`config.mk`:
```
export PLATFORM = sky130hd
export DESIGN_NAME = midi_file_event_parser
export DESIGN_NICKNAME = d
export VERILOG_FILES = /design/src/hdl/mfep_pkg.sv /design/src/hdl/mfep_decode.sv /design/src/hdl/midi_file_event_parser.sv
export SDC_FILE = /design/constraint.sdc
export NUM_CORES = 1
export LEC_CHECK = 0
export BUFFER_PORTS_ARGS = -buffer_cell sky130_fd_sc_hd__buf_2
export CELL_PAD_IN_SITES_DETAIL_PLACEMENT = 0
export CELL_PAD_IN_SITES_GLOBAL_PLACEMENT = 2
export CORE_UTILIZATION = 41
export CTS_CLUSTER_SIZE = 25
export DETAILED_ROUTE_END_ITERATION = 7
export GPL_ROUTABILITY_DRIVEN = 1
export PLACE_DENSITY_LB_ADDON = 0.2
export SYNTH_ARGS = -nofsm -noshare
export SYNTH_HDL_FRONTEND = slang
export SYNTH_SLANG_ARGS = --single-unit
```
`constraint.sdc`:
```
create_clock -name clk -period 7.2 [get_ports clk]
set_input_delay 0.36 -clock clk [delete_from_list [all_inputs] [get_ports clk]]
set_output_delay 0.36 -clock clk [all_outputs]
set_load 0.05 [all_outputs]
```
`src/hdl/mfep_pkg.sv`:
```
// Package: phase, kind and error codes, parser state and result types for the MIDI file parser.
`default_nettype none

package mfep_pkg;

    typedef enum logic [3:0] {
        PH_MAGIC     = 4'd0,
        PH_LENGTH    = 4'd1,
        PH_FORMAT    = 4'd2,
        PH_TRACKS    = 4'd3,
        PH_DIVISION  = 4'd4,
        PH_HALT      = 4'd5,
        PH_DELTA     = 4'd6,
        PH_STATUS    = 4'd7,
        PH_META      = 4'd8,
        PH_EOT_LEN   = 4'd9,
        PH_TEMPO_LEN = 4'd10,
        PH_TEMPO     = 4'd11,
        PH_NOTE      = 4'd12,
        PH_VELOCITY  = 4'd13
    } phase_t;

    typedef enum logic [2:0] {
        KIND_HDR_OK  = 3'd0,
        KIND_HDR_ERR = 3'd1,
        KIND_OFF     = 3'd2,
        KIND_ON      = 3'd3,
        KIND_EOT     = 3'd4,
        KIND_TEMPO   = 3'd5,
        KIND_UNKNOWN = 3'd6
    } kind_t;

    typedef enum logic [2:0] {
        ERR_NONE   = 3'd0,
        ERR_MAGIC  = 3'd1,
        ERR_LENGTH = 3'd2,
        ERR_FORMAT = 3'd3,
        ERR_TRACKS = 3'd4
    } hdr_err_t;

    localparam logic [7:0]  STATUS_MASK    = 8'hF0;
    localparam logic [7:0]  STATUS_OFF     = 8'h80;
    localparam logic [7:0]  STATUS_ON      = 8'h90;
    localparam logic [7:0]  STATUS_META    = 8'hFF;
    localparam logic [7:0]  META_EOT       = 8'h2F;
    localparam logic [7:0]  META_TEMPO     = 8'h51;
    localparam logic [7:0]  VLQ_CONT       = 8'h80;
    localparam logic [31:0] HEADER_LENGTH  = 32'd6;
    localparam logic [15:0] HEADER_FORMAT  = 16'd0;
    localparam logic [15:0] HEADER_TRACKS  = 16'd1;

    typedef struct packed {
        phase_t      phase;
        logic [2:0]  byte_index;
        logic [31:0] field_acc;
        logic [27:0] delta_acc;
        kind_t       event_kind;
        logic [7:0]  note_store;
        logic [15:0] division_store;
    } state_t;

    typedef struct packed {
        logic        emit;
        kind_t       kind;
        hdr_err_t    err;
        logic [27:0] delta;
        logic [7:0]  note;
        logic [23:0] tempo;
        logic [15:0] division;
    } result_t;

    // "MThd"
    function automatic logic [7:0] magic_byte(input logic [1:0] idx);
        logic [7:0] r;
        case (idx)
            2'd0:    r = 8'h4D;
            2'd1:    r = 8'h54;
            2'd2:    r = 8'h68;
            2'd3:    r = 8'h64;
            default: r = 8'h00;
        endcase
        return r;
    endfunction

endpackage

`default_nettype wire

```
`src/hdl/mfep_decode.sv`:
```
// Byte decoder: next parser state and result for one input byte.
`default_nettype none

module mfep_decode #(
    parameter int MAX_DELTA_BYTES = 4
) (
    input  var mfep_pkg::state_t  cur,
    input  wire logic [7:0]       data_byte,
    output var mfep_pkg::state_t  nxt,
    output var mfep_pkg::result_t res
);

    logic [31:0] acc_shift;
    logic [2:0]  idx_inc;
    logic [27:0] delta_shift;
    logic [7:0]  status_hi;
    logic        magic_ok;

    assign acc_shift   = {cur.field_acc[23:0], data_byte};
    assign idx_inc     = cur.byte_index + 3'd1;
    assign delta_shift = {cur.delta_acc[20:0], data_byte[6:0]};
    assign status_hi   = data_byte & mfep_pkg::STATUS_MASK;
    assign magic_ok    = (data_byte == mfep_pkg::magic_byte(cur.byte_index[1:0]));

    // next state
    always_comb
    begin
        nxt = cur;
        case (cur.phase)
            mfep_pkg::PH_MAGIC:
            begin
                if (!magic_ok)
                begin
                    nxt.phase = mfep_pkg::PH_HALT;
                end
                else if (idx_inc >= 3'd4)
                begin
                    nxt.byte_index = '0;
                    nxt.field_acc  = '0;
                    nxt.phase      = mfep_pkg::PH_LENGTH;
                end
                else
                begin
                    nxt.byte_index = idx_inc;
                end
            end
            mfep_pkg::PH_LENGTH:
            begin
                nxt.field_acc  = acc_shift;
                nxt.byte_index = idx_inc;
                if (idx_inc >= 3'd4)
                begin
                    nxt.byte_index = '0;
                    nxt.field_acc  = '0;
                    nxt.phase      = (acc_shift == mfep_pkg::HEADER_LENGTH)
                                     ? mfep_pkg::PH_FORMAT : mfep_pkg::PH_HALT;
                end
            end
            mfep_pkg::PH_FORMAT:
            begin
                nxt.field_acc  = acc_shift;
                nxt.byte_index = idx_inc;
                if (idx_inc >= 3'd2)
                begin
                    nxt.byte_index = '0;
                    nxt.field_acc  = '0;
                    nxt.phase      = (acc_shift[15:0] == mfep_pkg::HEADER_FORMAT)
                                     ? mfep_pkg::PH_TRACKS : mfep_pkg::PH_HALT;
                end
            end
            mfep_pkg::PH_TRACKS:
            begin
                nxt.field_acc  = acc_shift;
                nxt.byte_index = idx_inc;
                if (idx_inc >= 3'd2)
                begin
                    nxt.byte_index = '0;
                    nxt.field_acc  = '0;
                    nxt.phase      = (acc_shift[15:0] == mfep_pkg::HEADER_TRACKS)
                                     ? mfep_pkg::PH_DIVISION : mfep_pkg::PH_HALT;
                end
            end
            mfep_pkg::PH_DIVISION:
            begin
                nxt.field_acc  = acc_shift;
                nxt.byte_index = idx_inc;
                if (idx_inc >= 3'd2)
                begin
                    nxt.division_store = acc_shift[15:0];
                    nxt.phase          = mfep_pkg::PH_DELTA;
                    nxt.byte_index     = '0;
                    nxt.delta_acc      = '0;
                    nxt.field_acc      = '0;
                    nxt.event_kind     = mfep_pkg::KIND_HDR_OK;
                    nxt.note_store     = '0;
                end
            end
            mfep_pkg::PH_HALT:
            begin
                nxt = cur;
            end
            mfep_pkg::PH_DELTA:
            begin
                nxt.delta_acc  = delta_shift;
                nxt.byte_index = idx_inc;
                if ((data_byte & mfep_pkg::VLQ_CONT) == 8'h00 ||
                    idx_inc >= 3'(MAX_DELTA_BYTES))
                begin
                    nxt.byte_index = '0;
                    nxt.phase      = mfep_pkg::PH_STATUS;
                end
            end
            mfep_pkg::PH_STATUS:
            begin
                if (status_hi == mfep_pkg::STATUS_OFF)
                begin
                    nxt.event_kind = mfep_pkg::KIND_OFF;
                    nxt.phase      = mfep_pkg::PH_NOTE;
                end
                else if (status_hi == mfep_pkg::STATUS_ON)
                begin
                    nxt.event_kind = mfep_pkg::KIND_ON;
                    nxt.phase      = mfep_pkg::PH_NOTE;
                end
                else if (data_byte == mfep_pkg::STATUS_META)
                begin
                    nxt.phase = mfep_pkg::PH_META;
                end
                else
                begin
                    nxt.phase      = mfep_pkg::PH_DELTA;
                    nxt.byte_index = '0;
                    nxt.delta_acc  = '0;
                    nxt.field_acc  = '0;
                    nxt.event_kind = mfep_pkg::KIND_HDR_OK;
                    nxt.note_store = '0;
                end
            end
            mfep_pkg::PH_META:
            begin
                if (data_byte == mfep_pkg::META_EOT)
                begin
                    nxt.phase = mfep_pkg::PH_EOT_LEN;
                end
                else if (data_byte == mfep_pkg::META_TEMPO)
                begin
                    nxt.phase = mfep_pkg::PH_TEMPO_LEN;
                end
                else
                begin
                    nxt.phase      = mfep_pkg::PH_DELTA;
                    nxt.byte_index = '0;
                    nxt.delta_acc  = '0;
                    nxt.field_acc  = '0;
                    nxt.event_kind = mfep_pkg::KIND_HDR_OK;
                    nxt.note_store = '0;
                end
            end
            mfep_pkg::PH_TEMPO_LEN:
            begin
                nxt.field_acc  = '0;
                nxt.byte_index = '0;
                nxt.phase      = mfep_pkg::PH_TEMPO;
            end
            mfep_pkg::PH_TEMPO:
            begin
                nxt.field_acc  = acc_shift;
                nxt.byte_index = idx_inc;
                if (idx_inc >= 3'd3)
                begin
                    nxt.phase      = mfep_pkg::PH_DELTA;
                    nxt.byte_index = '0;
                    nxt.delta_acc  = '0;
                    nxt.field_acc  = '0;
                    nxt.event_kind = mfep_pkg::KIND_HDR_OK;
                    nxt.note_store = '0;
                end
            end
            mfep_pkg::PH_NOTE:
            begin
                nxt.note_store = data_byte;
                nxt.phase      = mfep_pkg::PH_VELOCITY;
            end
            mfep_pkg::PH_EOT_LEN,
            mfep_pkg::PH_VELOCITY:
            begin
                nxt.phase      = mfep_pkg::PH_DELTA;
                nxt.byte_index = '0;
                nxt.delta_acc  = '0;
                nxt.field_acc  = '0;
                nxt.event_kind = mfep_pkg::KIND_HDR_OK;
                nxt.note_store = '0;
            end
            default:
            begin
                nxt.phase = mfep_pkg::PH_HALT;
            end
        endcase
    end

    // result
    always_comb
    begin
        res          = '0;
        res.kind     = mfep_pkg::KIND_HDR_OK;
        res.err      = mfep_pkg::ERR_NONE;
        res.delta    = cur.delta_acc;
        res.division = cur.division_store;
        case (cur.phase)
            mfep_pkg::PH_MAGIC:
            begin
                if (!magic_ok)
                begin
                    res.emit = 1'b1;
                    res.kind = mfep_pkg::KIND_HDR_ERR;
                    res.err  = mfep_pkg::ERR_MAGIC;
                end
            end
            mfep_pkg::PH_LENGTH:
            begin
                if (idx_inc >= 3'd4 && acc_shift != mfep_pkg::HEADER_LENGTH)
                begin
                    res.emit = 1'b1;
                    res.kind = mfep_pkg::KIND_HDR_ERR;
                    res.err  = mfep_pkg::ERR_LENGTH;
                end
            end
            mfep_pkg::PH_FORMAT:
            begin
                if (idx_inc >= 3'd2 && acc_shift[15:0] != mfep_pkg::HEADER_FORMAT)
                begin
                    res.emit = 1'b1;
                    res.kind = mfep_pkg::KIND_HDR_ERR;
                    res.err  = mfep_pkg::ERR_FORMAT;
                end
            end
            mfep_pkg::PH_TRACKS:
            begin
                if (idx_inc >= 3'd2 && acc_shift[15:0] != mfep_pkg::HEADER_TRACKS)
                begin
                    res.emit = 1'b1;
                    res.kind = mfep_pkg::KIND_HDR_ERR;
                    res.err  = mfep_pkg::ERR_TRACKS;
                end
            end
            mfep_pkg::PH_DIVISION:
            begin
                if (idx_inc >= 3'd2)
                begin
                    res.emit     = 1'b1;
                    res.kind     = mfep_pkg::KIND_HDR_OK;
                    res.division = acc_shift[15:0];
                end
            end
            mfep_pkg::PH_STATUS:
            begin
                if (status_hi != mfep_pkg::STATUS_OFF && status_hi != mfep_pkg::STATUS_ON &&
                    data_byte != mfep_pkg::STATUS_META)
                begin
                    res.emit = 1'b1;
                    res.kind = mfep_pkg::KIND_UNKNOWN;
                end
            end
            mfep_pkg::PH_META:
            begin
                if (data_byte != mfep_pkg::META_EOT && data_byte != mfep_pkg::META_TEMPO)
                begin
                    res.emit = 1'b1;
                    res.kind = mfep_pkg::KIND_UNKNOWN;
                end
            end
            mfep_pkg::PH_EOT_LEN:
            begin
                res.emit = 1'b1;
                res.kind = mfep_pkg::KIND_EOT;
            end
            mfep_pkg::PH_TEMPO:
            begin
                if (idx_inc >= 3'd3)
                begin
                    res.emit  = 1'b1;
                    res.kind  = mfep_pkg::KIND_TEMPO;
                    res.tempo = acc_shift[23:0];
                end
            end
            mfep_pkg::PH_VELOCITY:
            begin
                res.emit = 1'b1;
                res.kind = cur.event_kind;
                res.note = cur.note_store;
            end
            default:
            begin
                res.emit = 1'b0;
            end
        endcase
        // header results carry no delta
        if (res.kind == mfep_pkg::KIND_HDR_OK || res.kind == mfep_pkg::KIND_HDR_ERR)
        begin
            res.delta = '0;
        end
    end

endmodule

`default_nettype wire

```
`src/hdl/midi_file_event_parser.sv`:
```
// Top level: MIDI file header check and event parser, one byte per beat.
//
//   channel  direction  handshake          payload
//   in       sink       in_valid/in_ready  data_byte
//   out      source     out_valid/out_ready result_kind, header_error, delta_ticks,
//                                          note_number, tempo_value, division_value
//
// One byte is taken per cycle while in_ready is high; the decode is a single pass from the state register.
// A result appears in the output register the cycle after the byte that ends it.
// in_ready drops only while a result is held and out_ready is low.
// rst_n clears parser state and the output valid; header errors halt until reset.
`default_nettype none

module midi_file_event_parser #(
    parameter int MAX_DELTA_BYTES = 4
) (
    input  wire logic        clk,
    input  wire logic        rst_n,
    input  wire logic        in_valid,
    output wire logic        in_ready,
    input  wire logic [7:0]  data_byte,
    output wire logic        out_valid,
    input  wire logic        out_ready,
    output wire logic [2:0]  result_kind,
    output wire logic [2:0]  header_error,
    output wire logic [27:0] delta_ticks,
    output wire logic [7:0]  note_number,
    output wire logic [23:0] tempo_value,
    output wire logic [15:0] division_value
);

    mfep_pkg::state_t  state_reg;
    mfep_pkg::state_t  state_next;
    mfep_pkg::result_t res_next;
    mfep_pkg::result_t res_reg;
    logic              out_valid_reg;
    logic              in_beat;

    assign in_ready = !out_valid_reg || out_ready;
    assign in_beat  = in_valid && in_ready;

    mfep_decode #(
        .MAX_DELTA_BYTES(MAX_DELTA_BYTES)
    ) u_decode (
        .cur       (state_reg),
        .data_byte (data_byte),
        .nxt       (state_next),
        .res       (res_next)
    );

    always_ff @(posedge clk or negedge rst_n)
    begin
        if (!rst_n)
        begin
            state_reg     <= '{phase:          mfep_pkg::PH_MAGIC,
                               byte_index:     '0,
                               field_acc:      '0,
                               delta_acc:      '0,
                               event_kind:     mfep_pkg::KIND_HDR_OK,
                               note_store:     '0,
                               division_store: '0};
            out_valid_reg <= 1'b0;
        end
        else
        begin
            if (in_beat)
            begin
                state_reg <= state_next;
            end
            if (in_beat)
            begin
                out_valid_reg <= res_next.emit;
            end
            else if (out_ready)
            begin
                out_valid_reg <= 1'b0;
            end
        end
    end

    always_ff @(posedge clk)
    begin
        if (in_beat && res_next.emit)
        begin
            res_reg <= res_next;
        end
    end

    assign out_valid      = out_valid_reg;
    assign result_kind    = res_reg.kind;
    assign header_error   = res_reg.err;
    assign delta_ticks    = res_reg.delta;
    assign note_number    = res_reg.note;
    assign tempo_value    = res_reg.tempo;
    assign division_value = res_reg.division;

`ifndef SYNTHESIS
    a_err_code: assert property (@(posedge clk) disable iff (!rst_n)
        out_valid_reg |-> ((res_reg.kind == mfep_pkg::KIND_HDR_ERR) ==
                           (res_reg.err != mfep_pkg::ERR_NONE)))
        else $error("header error code does not match result kind");

    a_halt_silent: assert property (@(posedge clk) disable iff (!rst_n)
        (in_beat && state_reg.phase == mfep_pkg::PH_HALT) |=> !out_valid_reg)
        else $error("result emitted after header error");

    a_note_only: assert property (@(posedge clk) disable iff (!rst_n)
        (out_valid_reg && res_reg.kind != mfep_pkg::KIND_ON &&
         res_reg.kind != mfep_pkg::KIND_OFF) |-> (res_reg.note == 8'h00))
        else $error("note number on a non-note result");

    a_hdr_ok_state: assert property (@(posedge clk) disable iff (!rst_n)
        (out_valid_reg && res_reg.kind == mfep_pkg::KIND_HDR_OK) |->
        (state_reg.phase == mfep_pkg::PH_DELTA && state_reg.delta_acc == 28'd0 &&
         state_reg.division_store == res_reg.division))
        else $error("header ok result without event parsing armed");
`endif

endmodule

`default_nettype wire

```
======== After elaboration in Yosys (flattened, before gate mapping) ========
Cells that the tools add are included.
word-level totals
  input bits .............................. 12
  bits in registers ....................... 169
cells by class
  mux-type cells .......................... 50
  equality and inequality tests ........... 47
  reductions and logical operators ........ 34
  $add $sub $neg .......................... 1
  bitwise gates (word level) .............. 1
  order comparisons ....................... 3
operators with widths
  operator               count
  $mux W74               3
  $pmux W24 S9           1
  $pmux W28 S6           1
  $mux W63               2
  $mux W39               3
  $mux W94               1
  $mux W78               1
  $pmux W3 S10           2
  $pmux W4 S13           1
  $pmux W8 S6            1
  $mux W4                11
  $reduce_and A9 Y1      4
  $mux W35               1
  $mux W7                5
  $eq A32 B3 Y1 const B  1
  $eq A4 B4 Y1 const B   8
  $mux W16               2
  $mux W32               1
  $ne A32 B3 Y1 const B  1
  $pmux W8 S4            1
  $eq A16 B1 Y1 const B  1
  $eq A4 B3 Y1 const B   4
  $logic_not A16 Y1      1
  $mux W8                2
  46 further kinds       77

======== Depth between registers and ports, before layout ========
  depth in word-level cells ............... 7
  gate-level depth with buffers ........... 11

======== By module ========
From an unflattened synthesis, not the netlist that was laid out.
unflattened totals
  cell total of the unflattened synthesis .. 662
  area total of the unflattened synthesis .. 8889.8 µm²
by module, submodules not included
  module                  times used  cells each  area an instance (µm²)  sequential area each (µm²)
  midi_file_event_parser  1           286         6251.0                  4839.6
  mfep_decode             1           376         2638.8                  0.0

======== Worst setup path before layout ========
No wires, ideal clock.
  kind .................................... flip-flop to flip-flop
  start ................................... register state_reg[90] (netlist name)
  end ..................................... register res_reg, in the netlist delta_ticks[0], enable pin
  buffers on the path ..................... 1
  arrival ................................. 3.763 ns
  stages on the path, launching flop included .. 7
  slack ................................... 2.982 ns
  setup time .............................. 0.455 ns
  path through ............................ dfrtp_1 clkbuf_1 or4b_2 a21oi_1 o31ai_1 o21ai_0 o31a_1
between the ends
  longest elaborated chain between the ends .. 4
  elaborated cells between the ends (all ways) .. 13
  those cells by class .................... eq/ne (9); mux (1); reduce/logical (3)
ends and longest elaborated chain
  element                     line                          source
  start: declaration          midi_file_event_parser.sv:32  mfep_pkg::state_t state_reg;
  start signal: assignment    midi_file_event_parser.sv:55  state_reg <= '{phase: mfep_pkg::PH_MAGIC,
  start signal: assignment    midi_file_event_parser.sv:68  state_reg <= state_next;
  $eq A4 B4 Y1                mfep_decode.sv:209            case (cur.phase)
  $reduce_or A2 Y1 (no line)  n/a
  $pmux W1 S9 (*)             mfep_decode.sv:209
  $logic_and A1 B1 Y1 (*)     midi_file_event_parser.sv:83  if (in_beat && res_next.emit)
  end signal: assignment      midi_file_event_parser.sv:85  res_reg <= res_next;
  end: declaration            midi_file_event_parser.sv:35  mfep_pkg::result_t res_reg;
Mark *: on every way between the ends. The rest lies on a longest branch, timed or not.
A chain may end at the register's enable or synchronous reset.

======== Final worst setup path ========
  start ................................... register state_reg[90] (netlist name)
  end ..................................... register res_reg, in the netlist division_value[11], enable pin
The elaborated chain is that of the path after synthesis.

==> impl_metrics.ini <==
[global_routing]
grt_usage_pct = 20.6
grt_pass1_wl_um = 30600
grt_max_degree = 73
overflow = 0
grt_pass1_vias = 5420
antenna_found_initial = 0

[detailed_routing]
first_iter_violations = 381
wirelength_um = 18900
final_antenna_net_count = 0
firstDrtPassIters = 6
avgViaCountPerCell = 5.39
drc = 19
vias = 5423
wl_per_cell_um = 18.7

[sta]
max_freq_mhz = 252
setup_viol = 0
period_share_pct = 55.1
slew_headroom_pct = 29.7
whs_ns = 0.243
finalClockSkew_ns = 0.00975
tightestPinTransition_ns = 1.05
slew_viol_final = 0
tns_ns = 0
hold_viol = 0
rsz0062_at_grt = no
min_period_ns = 3.97

[yosys]
synth.distinct_cells = 59
synth_edf_count = 82
synthTopCellsByCount = 121 x nand2_1, 86 x dfrtp_1, 82 x edfxtp_1
ys_top_cells_by_area = edfxtp_1 32%, dfrtp_1 28%, nand2_1 5.9%, mux2i_1 4.3%, mux2_2 4.3%
syn-num-nets = 706
avgSynthCellArea_um2 = 11.1
synth_top_area_cell = edfxtp_1
yosysSeqAreaShare_pct = 60.1
async_flop_share_pct = 51.2
ys_ff_latch = 168
netlist_instances = 689
synth_top_area_share_pct = 32.1
synthFlopType = dfrtp_1
syn-cell-area_mm2 = 0.00767
synth_most_common_cell = nand2_1
yosys_warnings = 0

[clock_network]
clkTransAtPathRegs_ns = 0.07
worstSkewPairLatency_ns = 0.43
clk_path_buf_depth = 2
post_cts_buffers = 0
hold_buffers = 1
cts_tree = done
clock_sinks = 168
ctsHtreeMaxLevel = 4
numCtsBuffers = 17
cts_resized = 0
cts_root_buf = clkbuf_16

[worst_setup_path]
start_kind = register
critPathMaxFanout = 72
cp.required_ns = 7.25
arrival_ns = 4.01
cp-end-kind = register
critPathKind = register to register
r2r_slack_ns = 3.23

[die]
ios = 96
fp.coreArea_mm2 = 0.0181
start_util_pct = 42.3
fp.dieH_um = 139
dieArea_mm2 = 0.0193
die_x_um = 139
std_cell_rows = 49

[status]
status = complete, but fails checks
violations = DRC

[layout]
diodes = 0
drive_above_1_share_pct = 23.0
num-nets-final = 783
area_growth_pct = 15.7
largest_register_ffs = 85

[place]
gp_congestion = 0.864
portBuffers = 95
dp_hpwl_um = 12600

[power]
ir_drop_uv = 243
leakagePower_nw = 3.67
p_per_area_mw_per_mm2 = 470

[flow_run]
maxCapViolCount = 0

[worst_hold_path]
min_path_type = input port to register
## logic make-up (layout without fill, tap and decap cells)
family / Yosys count / after routing / share of synthesized area [%]
and+or+nand+nor: 266 / 266 / 17.5
DFF: 168 / 168 / 60.1
AOI/OAI and AO/OA: 94 / 94 / 7.49
buffers and inverters: 88 / 177 / 4.84
muxes: 62 / 62 / 8.56
xor gates and xnor gates: 6 / 6 / 0.685
adders and majority gates: 5 / 5 / 0.815
## through the flow
step	util, %	std cells	total power [mW]	area, um^2	worst slack, ns
floorplan	-	689	2.89	7670	2.98
global placement	45.8	975	3.32	8310	3.36
detailed placement	45.8	975	3.34	8310	3.28
CTS	48.9	1007	4.21	8870	3.26
global route	48.9	1007	4.39	8870	2.95
finish	48.9	1007	4.17	8870	3.23
## cell usage in the layout (no fill, tap or decap), types with 3 or more instances in the layout
master	synthesis	layout
clkinvlp_4	0	3
nand4_1	3	3
nor4_1	29	29
nand2b_1	6	6
buf_2	14	94
buf_4	0	9
clkbuf_8	0	3
xnor2_1	4	4
mux2i_1	33	33
nor3_2	2	3
mux2_2	29	29
nor2_1	21	20
inv_1	42	42
nor2b_1	32	32
a21o_1	3	3
clkbuf_16	0	17
nand3_1	6	6
ha_1	5	5
o21ai_0	47	47
a21oi_1	13	13
a31oi_1	3	3
nand2_1	121	121
o211ai_1	3	3
edfxtp_1	82	82
or3_1	5	5
nor3_1	17	16
a211oi_1	3	3
and2_1	8	8
dfrtp_1	86	86
inv_6	0	3
## path summary, 6_finish.rpt
kind                                from                  to  cells after the start
hold / removal                 out_ready           out_valid                      3
setup reg to reg           state_reg[90]  division_value[11]                      6
setup / recovery           state_reg[90]  division_value[11]                      6
min in group asynchronous          rst_n       state_reg[87]                      2
hold reg to reg            state_reg[53]       state_reg[53]                      2
max in group asynchronous          rst_n       state_reg[57]                      3
## power by group
group	leakage, nW	internal (mW)	switching [mW]
clock	0.267	0.472	0.387
sequential	1.94	1.37	0.168
combinational	1.46	0.457	1.31
total	3.67	2.30	1.87
## critical path: stages (launching register included)
cell and delay, ns:
dfrtp_1 0.87, nand2_1 0.73, or3_1 0.58, inv_1 0.09, a21o_1 0.12, o31a_2 0.35
buf_4 0.77
## area by class of cell
| class | instances | area, um^2 |
|---|---|---|
| fillers | 1725 | 9270 |
| flip-flops and latches | 168 | 4610 |
| multi-input cells | 433 | 2710 |
| repair buffers | 104 | 548 |
| clock buffers | 20 | 467 |
| well taps | 229 | 287 |
| inverters | 42 | 158 |
| clock inverters | 11 | 87.6 |
## per-layer routing
metal | track usage, % | vias up | part of all wire [%]
met4 | 7.72 | 0 | 2.0
met3 | 4.07 | 27 | 4.3
li1 | - | 2556 | -
met1 | 27.4 | 2681 | 46
met2 | 33.5 | 159 | 48
met5 | 0 | - | 0
No activity file was read; power rests on OpenSTA's default activity.
